[src/rtl/core/can_id_statistics_table_core_macros.svh]
// assertion macros for the can id statistics table core
// used by rtl modules that check their own control logic, clocked on clk_i, reset rst_ni
`ifndef CAN_ID_STATISTICS_TABLE_CORE_MACROS_SVH
`define CAN_ID_STATISTICS_TABLE_CORE_MACROS_SVH
`ifndef SYNTHESIS
`define CIDST_ASSERT(lbl, prop, msg) \
  lbl: assert property (@(posedge clk_i) disable iff (!rst_ni) (prop)) else $error(msg);
`define CIDST_ASSERT_NEXT(lbl, pre, post, msg) \
  lbl: assert property (@(posedge clk_i) disable iff (!rst_ni) (pre) |=> (post)) \
    else $error(msg);
`else
`define CIDST_ASSERT(lbl, prop, msg)
`define CIDST_ASSERT_NEXT(lbl, pre, post, msg)
`endif
`endif

[src/rtl/core/cidst_pkg.sv]
// shared types and constants for the can id statistics table core
// no dependencies
`default_nettype none

package cidst_pkg;

  localparam int unsigned TABLE_ENTRIES = 64;
  localparam int unsigned IDX_W  = (TABLE_ENTRIES > 1) ? $clog2(TABLE_ENTRIES) : 1;
  localparam int unsigned USED_W = $clog2(TABLE_ENTRIES + 1);

  localparam logic [1:0] CMD_FRAME = 2'd0;
  localparam logic [1:0] CMD_READ  = 2'd1;
  localparam logic [1:0] CMD_CLEAR = 2'd2;

  typedef struct packed {
    logic [1:0]  cmd;
    logic [28:0] frame_id;
    logic [31:0] frame_flags;
    logic [3:0]  frame_length;
    logic [63:0] frame_data;
    logic [31:0] frame_time;
    logic [5:0]  row;
  } in_t;

  typedef struct packed {
    logic [5:0]  entry_index;
    logic        was_hit;
    logic        table_full;
    logic        entry_valid;
    logic [31:0] msg_count;
    logic [31:0] interval;
    logic [28:0] out_id;
    logic [31:0] out_flags;
    logic [3:0]  out_length;
    logic [63:0] out_data;
    logic [6:0]  rows_used;
  } out_t;

  // one table row as held by a cell
  typedef struct packed {
    logic [28:0] id;
    logic [31:0] flags;
    logic [31:0] stamp;
    logic [31:0] interval;
    logic [31:0] count;
    logic [3:0]  length;
    logic [63:0] data;
  } entry_t;

  // status from the head update logic
  typedef struct packed {
    logic match;
    logic append;
  } upd_t;

endpackage

`default_nettype wire

[src/rtl/core/cidst_update.sv]
// head-of-chain compare and update logic: matches the leaving row against the
// frame key and builds the row that re-enters at the tail; depends on cidst_pkg
`default_nettype none

module cidst_update (
  input  wire                            active_i,
  input  wire                            found_i,
  input  cidst_pkg::in_t                 req_i,
  input  wire [cidst_pkg::IDX_W-1:0]     step_i,
  input  wire [cidst_pkg::USED_W-1:0]    used_i,
  input  cidst_pkg::entry_t              head_i,
  output cidst_pkg::entry_t              wrap_o,
  output cidst_pkg::upd_t                upd_o
);

  logic is_frame;
  logic in_use;
  logic key_eq;

  assign is_frame = active_i && (req_i.cmd == cidst_pkg::CMD_FRAME) && !found_i;
  assign in_use   = cidst_pkg::USED_W'(step_i) < used_i;
  assign key_eq   = (head_i.id == req_i.frame_id) && (head_i.flags == req_i.frame_flags);

  assign upd_o.match  = is_frame && in_use && key_eq;
  // first free row comes after every used row, so no match can be pending
  assign upd_o.append = is_frame && (cidst_pkg::USED_W'(step_i) == used_i);

  always_comb begin
    wrap_o = head_i;
    if (upd_o.match) begin
      wrap_o.data     = req_i.frame_data;
      wrap_o.length   = req_i.frame_length;
      wrap_o.count    = (head_i.count == '1) ? head_i.count : head_i.count + 32'd1;
      wrap_o.interval = req_i.frame_time - head_i.stamp;
      wrap_o.stamp    = req_i.frame_time;
    end else if (upd_o.append) begin
      wrap_o.id       = req_i.frame_id;
      wrap_o.flags    = req_i.frame_flags;
      wrap_o.data     = req_i.frame_data;
      wrap_o.length   = req_i.frame_length;
      wrap_o.count    = 32'd1;
      wrap_o.interval = 32'd0;
      wrap_o.stamp    = req_i.frame_time;
    end
  end

endmodule

`default_nettype wire

[config.mk]
export PLATFORM = sky130hd
export DESIGN_NAME = cidst_update
export DESIGN_NICKNAME = d
export VERILOG_FILES = /design/src/rtl/core/can_id_statistics_table_core_macros.svh /design/src/rtl/core/cidst_pkg.sv /design/src/rtl/core/cidst_update.sv
export SDC_FILE = /design/constraint.sdc
export NUM_CORES = 1
export LEC_CHECK = 0
export BUFFER_PORTS_ARGS = -buffer_cell sky130_fd_sc_hd__buf_2
export CAP_MARGIN = 20
export CORE_AREA = 2 2 244 246
export DETAILED_ROUTE_END_ITERATION = 8
export DIE_AREA = 0 0 246 248
export GPL_ROUTABILITY_DRIVEN = 0
export PLACE_DENSITY = 0.35
export SLEW_MARGIN = 20
export SYNTH_ARGS = -nofsm -noshare
export SYNTH_HDL_FRONTEND = slang
export SYNTH_SLANG_ARGS = --single-unit
[constraint.sdc]
create_clock -name vclk -period 5.6
set_input_delay 0 -clock vclk [all_inputs]
set_output_delay 0 -clock vclk [all_outputs]
set_load 0.005 [all_outputs]
==> impl_metrics.tcl <==
set metrics [dict create \
    outcome "completed" \
    dr.pass1.iters 5 \
    drv_cap 0 \
    hold_buffers 0 \
    cp_top_family "simple AND/OR/NAND/NOR gates" \
    max_freq_mhz 289 \
    arrival_ps 3460 \
    ir_worst_vdd_mv 0.0241 \
    grt_usage 0.118 \
    seqPwrFrac 0 \
    synth_top_area_share 0.296 \
    place_area_um2 9860 \
    syn_inst 1124 \
    layout_commonest_cell "buf_2" \
    yosys.cell_types.count 54 \
    grt_pass1_vias 8978 \
    finalCritPeriodShare 0.618 \
    setup_slack_ps 2140 \
    fp.dieW_um 246 \
    path_class "in -> out" \
    coreArea_um2 58500 \
    io_buffers 630 \
    worstPathMaxFanout 50 \
    final_cell_mix "buf_2 (630), nand2_1 (469), o21ai_0 (113)" \
    critPathMaxStageDelay_ps 800 \
    p_comb_frac 1.000 \
    hp-start "head_i[12]" \
    final_cell_area_um2 9860 \
    cp_num_buf_inv 3 \
    first_iter_violations 395 \
    hold_viol 0 \
    grt_remaining_overflow 0 \
    relSlewSlack 0.302 \
    grt_setup_unrepaired "false" \
    nets 2151 \
    viasPerCell 3.92 \
    synth_area_leaders "nand2_1 (30%), o21ai_0 (9.5%), xnor2_1 (8.4%)" \
    grt_max_degree 61 \
    fin_crit_ps 3460 \
    yosys.area.top_type "nand2_1" \
    p_int_mw 0.310 \
    worstMarginPinSlew_ps 1040 \
    yosys_warnings 0 \
    die-area_um2 61000 \
    worstPathCellList "buf_2 -> xnor2_1 -> nand4_1 -> nor4_1 -> nand4_1 -> or4_4 -> nand2_4 -> buf_4 -> nand2_1 -> nand2_1 -> buf_2" \
    pin_count 636 \
    antenna_found_initial 2 \
    seqCellArea_um2 0 \
    min_delay_worst_endpoint "wrap_o[12]" \
    p_sw_frac 0.548 \
    netlist_area_um2 5950 \
    wl_mm 40.3 \
    setup_viol 0 \
    seq_area_frac_synth 0 \
    seq_cell_count 0 \
    dp.cells 2474 \
    worstHoldPathCells 4 \
    cp-end-kind "output port" \
    ant_nets 0 \
    tns_ps 0 \
    hold_class "in -> out" \
    total_leakage_power_nw 5.40 \
    dpl.hpwl_mm 35.3 \
    fin_util 0.169 \
    syn-num-nets 1572 \
    clkbuf_count 0 \
    start_kind "input port" \
    area_growth_pct 65.7 \
    power_mw 0.685 \
    clock_power_share 0 \
    syn_avg_cell_area_um2 5.29 \
    stdcell_count 2476 \
    place_ws_ps 2070 \
    p_per_area_nw_per_um2 69.5 \
    cp_data_required_time_ps 5600 \
    drive_above_1_share 0.383 \
    p_sw_mw 0.376 \
    rows 89 \
    grt_first_pass_wirelength_mm 55.9 \
    drcViolationCount 0 \
    hold_slack_ps 253 \
    worst_path_max_delay_cell "or4_4" \
    avgRoutedWirePerCell_um 16.3 \
    cts.repair.resized 0 \
    slew_viol_final 0 \
    vias 9697 \
    die_h_um 248 \
    post_cts_buffers 0 \
    start_util 0.102 \
]
## layout make-up
class / instances / area, um^2
Timing Repair Buffer: 640 / 3230
Inverter: 48 / 180
Tap cell: 773 / 967
Antenna cell: 2 / 5.00
Multi-Input combinational cell: 1013 / 5480
Fill cell: 7017 / 48600
## how the worst max path moves through the flow
| stage | depth (start not counted) | slack, ps | end | from |
|---|---|---|---|---|
| 6_report | 11 | 2140 | wrap_o[4] | req_i[142] |
| 5_1_grt | 11 | 1740 | wrap_o[83] | req_i[156] |
| 4_1_cts | 13 | 2040 | wrap_o[129] | head_i[133] |
| 3_5_place_dp | 11 | 2070 | wrap_o[4] | req_i[156] |
| 3_3_place_gp | 13 | 2060 | wrap_o[129] | head_i[133] |
| 2_1_floorplan | 8 | 3190 | wrap_o[79] | req_i[109] |
## cells by family after synthesis
family,count (synthesis),synth area share
AOI/OAI and AO/OA,206,0.200
muxes,1,0.00168
xor gates and xnor gates,96,0.141
adders and majority gates,39,0.0833
and+or+nand+nor,671,0.491
buffers and inverters,111,0.0824
## cell usage after synthesis (3+ instances only)
cell / instances
nor2b_1: 12
nor4_1: 7
o31ai_1: 11
nand3_1: 62
a31oi_1: 4
buf_2: 17
nand2b_1: 6
inv_1: 48
xor2_1: 39
or4_1: 6
nand4_1: 30
o21bai_1: 4
nor4b_1: 4
nor3_1: 6
xnor2_1: 57
and4_1: 3
nand3b_1: 4
o21ai_0: 113
buf_1: 6
a21oi_1: 37
nand2_1: 470
clkbuf_1: 33
and3_1: 19
a21o_1: 13
ha_1: 38
nor2_1: 29
buf_6: 7
a211oi_1: 4
## layer usage
layer / track usage / vias to the layer above / share of wire
met2: 0.221 / 365 / 0.51
met4: 0.00927 / 0 / 0.0092
li1: - / 4941 / -
met3: 0.0188 / 20 / 0.068
met1: 0.145 / 4371 / 0.41
met5: 0 / - / 0
## power groups by stage
stage | clock (mW) | combinational [mW] | sequential, mW
floorplan | 0 | 0.306 | 0
global placement | 0 | 0.691 | 0
detailed placement | 0 | 0.691 | 0
CTS | 0 | 0.696 | 0
global route | 0 | 0.764 | 0
finish | 0.0000000478 | 0.685 | 0
(Power assumes the default switching activity.)
