File: src/rtl/core/can_id_statistics_table_core_macros.svh
// assertion macros for the can id statistics table core
// used by rtl modules that check their own control logic, clocked on clk_i, reset rst_ni
`ifndef CAN_ID_STATISTICS_TABLE_CORE_MACROS_SVH
`define CAN_ID_STATISTICS_TABLE_CORE_MACROS_SVH
`ifndef SYNTHESIS
`define CIDST_ASSERT(lbl, prop, msg) \
  lbl: assert property (@(posedge clk_i) disable iff (!rst_ni) (prop)) else $error(msg);
`define CIDST_ASSERT_NEXT(lbl, pre, post, msg) \
  lbl: assert property (@(posedge clk_i) disable iff (!rst_ni) (pre) |=> (post)) \
    else $error(msg);
`else
`define CIDST_ASSERT(lbl, prop, msg)
`define CIDST_ASSERT_NEXT(lbl, pre, post, msg)
`endif
`endif

File: src/rtl/core/cidst_pkg.sv
// shared types and constants for the can id statistics table core
// no dependencies
`default_nettype none

package cidst_pkg;

  localparam int unsigned TABLE_ENTRIES = 64;
  localparam int unsigned IDX_W  = (TABLE_ENTRIES > 1) ? $clog2(TABLE_ENTRIES) : 1;
  localparam int unsigned USED_W = $clog2(TABLE_ENTRIES + 1);

  localparam logic [1:0] CMD_FRAME = 2'd0;
  localparam logic [1:0] CMD_READ  = 2'd1;
  localparam logic [1:0] CMD_CLEAR = 2'd2;

  typedef struct packed {
    logic [1:0]  cmd;
    logic [28:0] frame_id;
    logic [31:0] frame_flags;
    logic [3:0]  frame_length;
    logic [63:0] frame_data;
    logic [31:0] frame_time;
    logic [5:0]  row;
  } in_t;

  typedef struct packed {
    logic [5:0]  entry_index;
    logic        was_hit;
    logic        table_full;
    logic        entry_valid;
    logic [31:0] msg_count;
    logic [31:0] interval;
    logic [28:0] out_id;
    logic [31:0] out_flags;
    logic [3:0]  out_length;
    logic [63:0] out_data;
    logic [6:0]  rows_used;
  } out_t;

  // one table row as held by a cell
  typedef struct packed {
    logic [28:0] id;
    logic [31:0] flags;
    logic [31:0] stamp;
    logic [31:0] interval;
    logic [31:0] count;
    logic [3:0]  length;
    logic [63:0] data;
  } entry_t;

  // status from the head update logic
  typedef struct packed {
    logic match;
    logic append;
  } upd_t;

endpackage

`default_nettype wire

File: src/rtl/core/cidst_cell.sv
// one storage cell of the rotating table chain
// depends on cidst_pkg for the entry type
`default_nettype none

module cidst_cell (
  input  wire                  clk_i,
  input  wire                  shift_i,
  input  cidst_pkg::entry_t    entry_i,
  output cidst_pkg::entry_t    entry_o
);

  cidst_pkg::entry_t entry_q;

  always_ff @(posedge clk_i) begin
    if (shift_i) begin
      entry_q <= entry_i;
    end
  end

  assign entry_o = entry_q;

endmodule

`default_nettype wire

File: config.mk
export PLATFORM = sky130hd
export DESIGN_NAME = cidst_cell
export DESIGN_NICKNAME = d
export VERILOG_FILES = /design/src/rtl/core/can_id_statistics_table_core_macros.svh /design/src/rtl/core/cidst_pkg.sv /design/src/rtl/core/cidst_cell.sv
export SDC_FILE = /design/constraint.sdc
export NUM_CORES = 1
export LEC_CHECK = 0
export BUFFER_PORTS_ARGS = -buffer_cell sky130_fd_sc_hd__buf_2
export CELL_PAD_IN_SITES_DETAIL_PLACEMENT = 0
export CELL_PAD_IN_SITES_GLOBAL_PLACEMENT = 1
export CORE_AREA = 10 10 168 170
export CTS_CLUSTER_DIAMETER = 80
export DETAILED_ROUTE_END_ITERATION = 7
export DIE_AREA = 0 0 178 180
export PLACE_DENSITY_LB_ADDON = 0.3
export RECOVER_POWER = 100
export SLEW_MARGIN = 25
export SYNTH_ARGS = -nofsm -noshare
export SYNTH_HDL_FRONTEND = slang
export SYNTH_SLANG_ARGS = --single-unit
File: constraint.sdc
create_clock -name clk_i -period 0.9 [get_ports clk_i]
set_input_delay 0.045 -clock clk_i [delete_from_list [all_inputs] [get_ports clk_i]]
set_output_delay 0.045 -clock clk_i [all_outputs]
set_load 0.05 [all_outputs]
==> impl_metrics.py, run 1 <==
metrics = {
    "place": {
        "place_hpwl_um": 18500,
        "place_worst_setup_slack_ns": -0.0163,
        "gp_congestion": 0.824,
        "numPortBuffers": 451,
    },
    "logic_synthesis": {
        "synthCells": 225,
        "seq_area_frac_synth": 1.00,
        "synthTopCellsByArea": "edfxtp_1 (100%)",
        "async_reset_ff_frac": 0,
        "syn_area_um2": 6760,
        "yosys_warnings": 0,
        "syn_area_per_cell_um2": 30.0,
        "netlist_top_cells_count": "edfxtp_1 (225)",
        "synth_flop_cell": "edfxtp_1",
        "ys_types": 1,
        "ys_seq_elements": 225,
        "yosysMostFrequentCell": "edfxtp_1",
        "synth_top_cell_area_share": 1.00,
        "synth_top_cell_by_area": "edfxtp_1",
        "syn_nets": 452,
        "synth_edf_count": 225,
    },
    "outcome": {
        "tool.error": "[ERROR RSZ-0060] Max buffer count reached.",
        "outcome": "stopped before the end",
        "failing_step": "4_1_cts",
    },
    "clock_tree": {
        "cts_hold_buf": 214,
        "cts_resized": 450,
        "htree_levels": 1,
        "cts.sinks": 225,
        "cts_buffer_depth": 3,
        "cts_setup_buffers": 0,
        "cts_root_buffer": "clkbuf_16",
        "cts_buffers": 23,
    },
    "die": {
        "floorplan.initialDensity": 0.271,
        "num_rows": 58,
        "io_pins": 452,
        "die-height_um": 180,
        "fp.dieW_um": 178,
    },
}
[cell families after synthesis]
family,count (synthesis),share of synthesized area
DFF,225,1.00
[per-stage QoR]
step	hold WS (ns)	instances	cell area (um^2)
after floorplan	0.144	225	6760
after detailed placement	0.223	1025	9630
after global placement	0.222	1025	9630
==> inputs of run 2 (changes only) <==
--- a/config.mk
+++ b/config.mk
@@ -6,13 +6,10 @@
 export NUM_CORES = 1
 export LEC_CHECK = 0
 export BUFFER_PORTS_ARGS = -buffer_cell sky130_fd_sc_hd__buf_2
-export CELL_PAD_IN_SITES_DETAIL_PLACEMENT = 0
-export CELL_PAD_IN_SITES_GLOBAL_PLACEMENT = 1
-export CORE_AREA = 10 10 168 170
-export CTS_CLUSTER_DIAMETER = 80
+export CORE_MARGIN = 10
+export CORE_UTILIZATION = 20
 export DETAILED_ROUTE_END_ITERATION = 7
-export DIE_AREA = 0 0 178 180
-export PLACE_DENSITY_LB_ADDON = 0.3
+export PLACE_DENSITY_LB_ADDON = 0.15
 export RECOVER_POWER = 100
 export SLEW_MARGIN = 25
 export SYNTH_ARGS = -nofsm -noshare
==> run 2 against run 1 <==
Net effect:
- the flow now finishes, with violations (setup timing)
- area after synthesis stayed put
- synthesized cell count stayed put
==> impl_metrics.py, run 2 <==
metrics = {
    "outcome": {
        "outcome": "complete, but fails checks",
        "violations": "setup timing",
    },
    "logic_synthesis": {
        "netlist_top_cells_count": "edfxtp_1 (225)",
        "async_reset_ff_frac": 0,
        "synth_top_cell_area_share": 1.00,
        "seq_area_frac_synth": 1.00,
        "syn_area_per_cell_um2": 30.0,
        "synth_top_cell_by_area": "edfxtp_1",
        "syn_area_um2": 6760,
        "synth_edf_count": 225,
        "yosysMostFrequentCell": "edfxtp_1",
        "ys_types": 1,
        "synthTopCellsByArea": "edfxtp_1 (100%)",
        "ys_seq_elements": 225,
        "syn_nets": 452,
        "synth_flop_cell": "edfxtp_1",
        "yosys_warnings": 0,
        "synthCells": 225,
    },
    "final_layout": {
        "final_area_um2": 14100,
        "fillers": 2992,
        "largest_reg_flops": 225,
        "drive_gt1_frac": 0.497,
        "multi_input_gates": 0,
        "syn_to_final_growth_pct": 109,
        "nNetsFinal": 1169,
        "post-route-util": 0.422,
        "final_common_cell": "dlygate4sd3_1",
        "mostFrequentLayoutCells": "dlygate4sd3_1 (226), edfxtp_1 (225), buf_6 (225)",
        "multiInputGateArea_um2": 0,
    },
    "die": {
        "io_pins": 452,
        "floorplan.initialDensity": 0.202,
        "dieArea_um2": 41500,
        "die-height_um": 204,
        "num_rows": 67,
        "fp.dieW_um": 204,
        "coreArea_um2": 33400,
    },
    "sta": {
        "layout_setup_ws_ns": -0.253,
        "period_minus_slack_ns": 1.15,
        "rsz0062_at_grt": "yes",
        "holdWs_ns": 0.0978,
        "final_hold_viol_count": 0,
        "max_freq_ghz": 0.867,
        "worst_pin_slew_ns": 0.753,
        "relSlewSlack": 0.498,
        "slew_viol_final": 0,
        "tns_ns": -47.46,
        "fin_crit_sh": 1.28,
        "setup_viol": 225,
    },
    "hold_path": {
        "hp-start": "shift_i",
        "holdCritPathClass": "input port to register",
    },
    "worst_setup_path": {
        "end_kind": "output port",
        "crit_required_ns": 0.85,
        "worstPathMaxFanout": 1,
        "cp_cell_sequence": "buf_6",
        "path_buf_inv": 1,
        "critPathTopFamily": "flip-flops",
        "crit_start": "entry_o[117]$_DFFE_PP_",
        "cp_slowest_cell": "edfxtp_1",
        "start_kind": "register",
        "crit_arrival_ns": 1.11,
        "crit_type": "register to output port",
        "cpPeakStageDelay_ns": 0.41,
    },
    "clock_tree": {
        "cts_buffers": 26,
        "path_clk_slew_ns": 0.06,
        "htree_levels": 1,
        "cts.sinks": 225,
        "cts_tree": "yes",
        "cts_setup_buffers": 0,
        "cts_buffer_depth": 3,
        "cts_root_buffer": "clkbuf_16",
    },
    "global_routing": {
        "grt_overflow": 0,
        "antenna_found_initial": 2,
        "grt_pass1_wl_um": 37200,
        "grt_max_degree": 49,
        "track_usage": 0.116,
        "grt_pass1_vias": 5912,
    },
    "power_and_ir_drop": {
        "leakagePower_nw": 5.79,
        "power_density_nw_per_um2": 2070,
        "peakVddDrop_v": 0.00140,
    },
    "flow_run": {
        "maxCapViolCount": 0,
    },
    "route": {
        "first_pass_iters": 5,
        "viasPerCell": 3.59,
        "routedWlPerCell_um": 18.0,
        "drc": 0,
        "routed_wl_um": 25400,
        "ant_nets": 0,
        "vias": 5067,
        "drt_iter0_drc": 156,
    },
    "place": {
        "gp_congestion": 0.694,
        "place_hpwl_um": 18000,
        "place_area_um2": 9710,
        "numPortBuffers": 451,
        "place_worst_setup_slack_ns": -0.0560,
    },
}
[run 2: cell counts after synthesis]
No cell type changed its count.
[run 2: cells by family after synthesis]
| logic type | after synthesis | share of synthesized area |
|---|---|---|
| flip-flops | 225 | 1.00 |
[run 2: per-stage QoR]
stage	std cells	total power, mW
after floorplan	225	15.8
after global placement	1136	17.4
after detailed placement	1136	17.5
after CTS	1409	29.7
after global routing	1410	30.3
final	1410	29.2
[run 2: power breakdown]
group | internal [mW] | switching (mW)
Sequential | 12.5 | 0.373
Clock | 6.02 | 4.03
Combinational | 2.47 | 3.82
[run 2: timing repair]
item / in CTS / in global routing
setup endpoints to repair: 225 / 225
pin swaps: 0 / 0
gates resized for setup: 450 / 0
hold buffers: 226 / 0
endpoints found under the hold margin: 230 / 0
[run 2: routing by layer]
layer | wire length (um) | vias up | track usage
met3 | 2740 | 41 | 0.0498
met5 | 7 | - | 0
met4 | 527 | 2 | 0.0312
met2 | 13500 | 266 | 0.210
met1 | 8610 | 2390 | 0.121
li1 | - | 2368 | -
[run 2: final cells by class]
| cell class | count | area [um^2] | area share |
|---|---|---|---|
| Antenna cell | 1 | 2.50 | 0.000177 |
| Sequential cell | 225 | 6760 | 0.479 |
| Timing Repair Buffer | 689 | 5980 | 0.423 |
| Tap cell | 448 | 561 | 0.0397 |
| Clock buffer | 32 | 694 | 0.0492 |
| Clock inverter | 15 | 124 | 0.00878 |
[run 2: path summary, 6_finish.rpt]
path                  cells after the start  slack [ns]                   end
worst max-delay path                      1       -0.25          entry_o[117]
worst min-delay path                      2         0.1  entry_o[3]$_DFFE_PP_
Note: power is estimated with default switching activity, not from simulation.
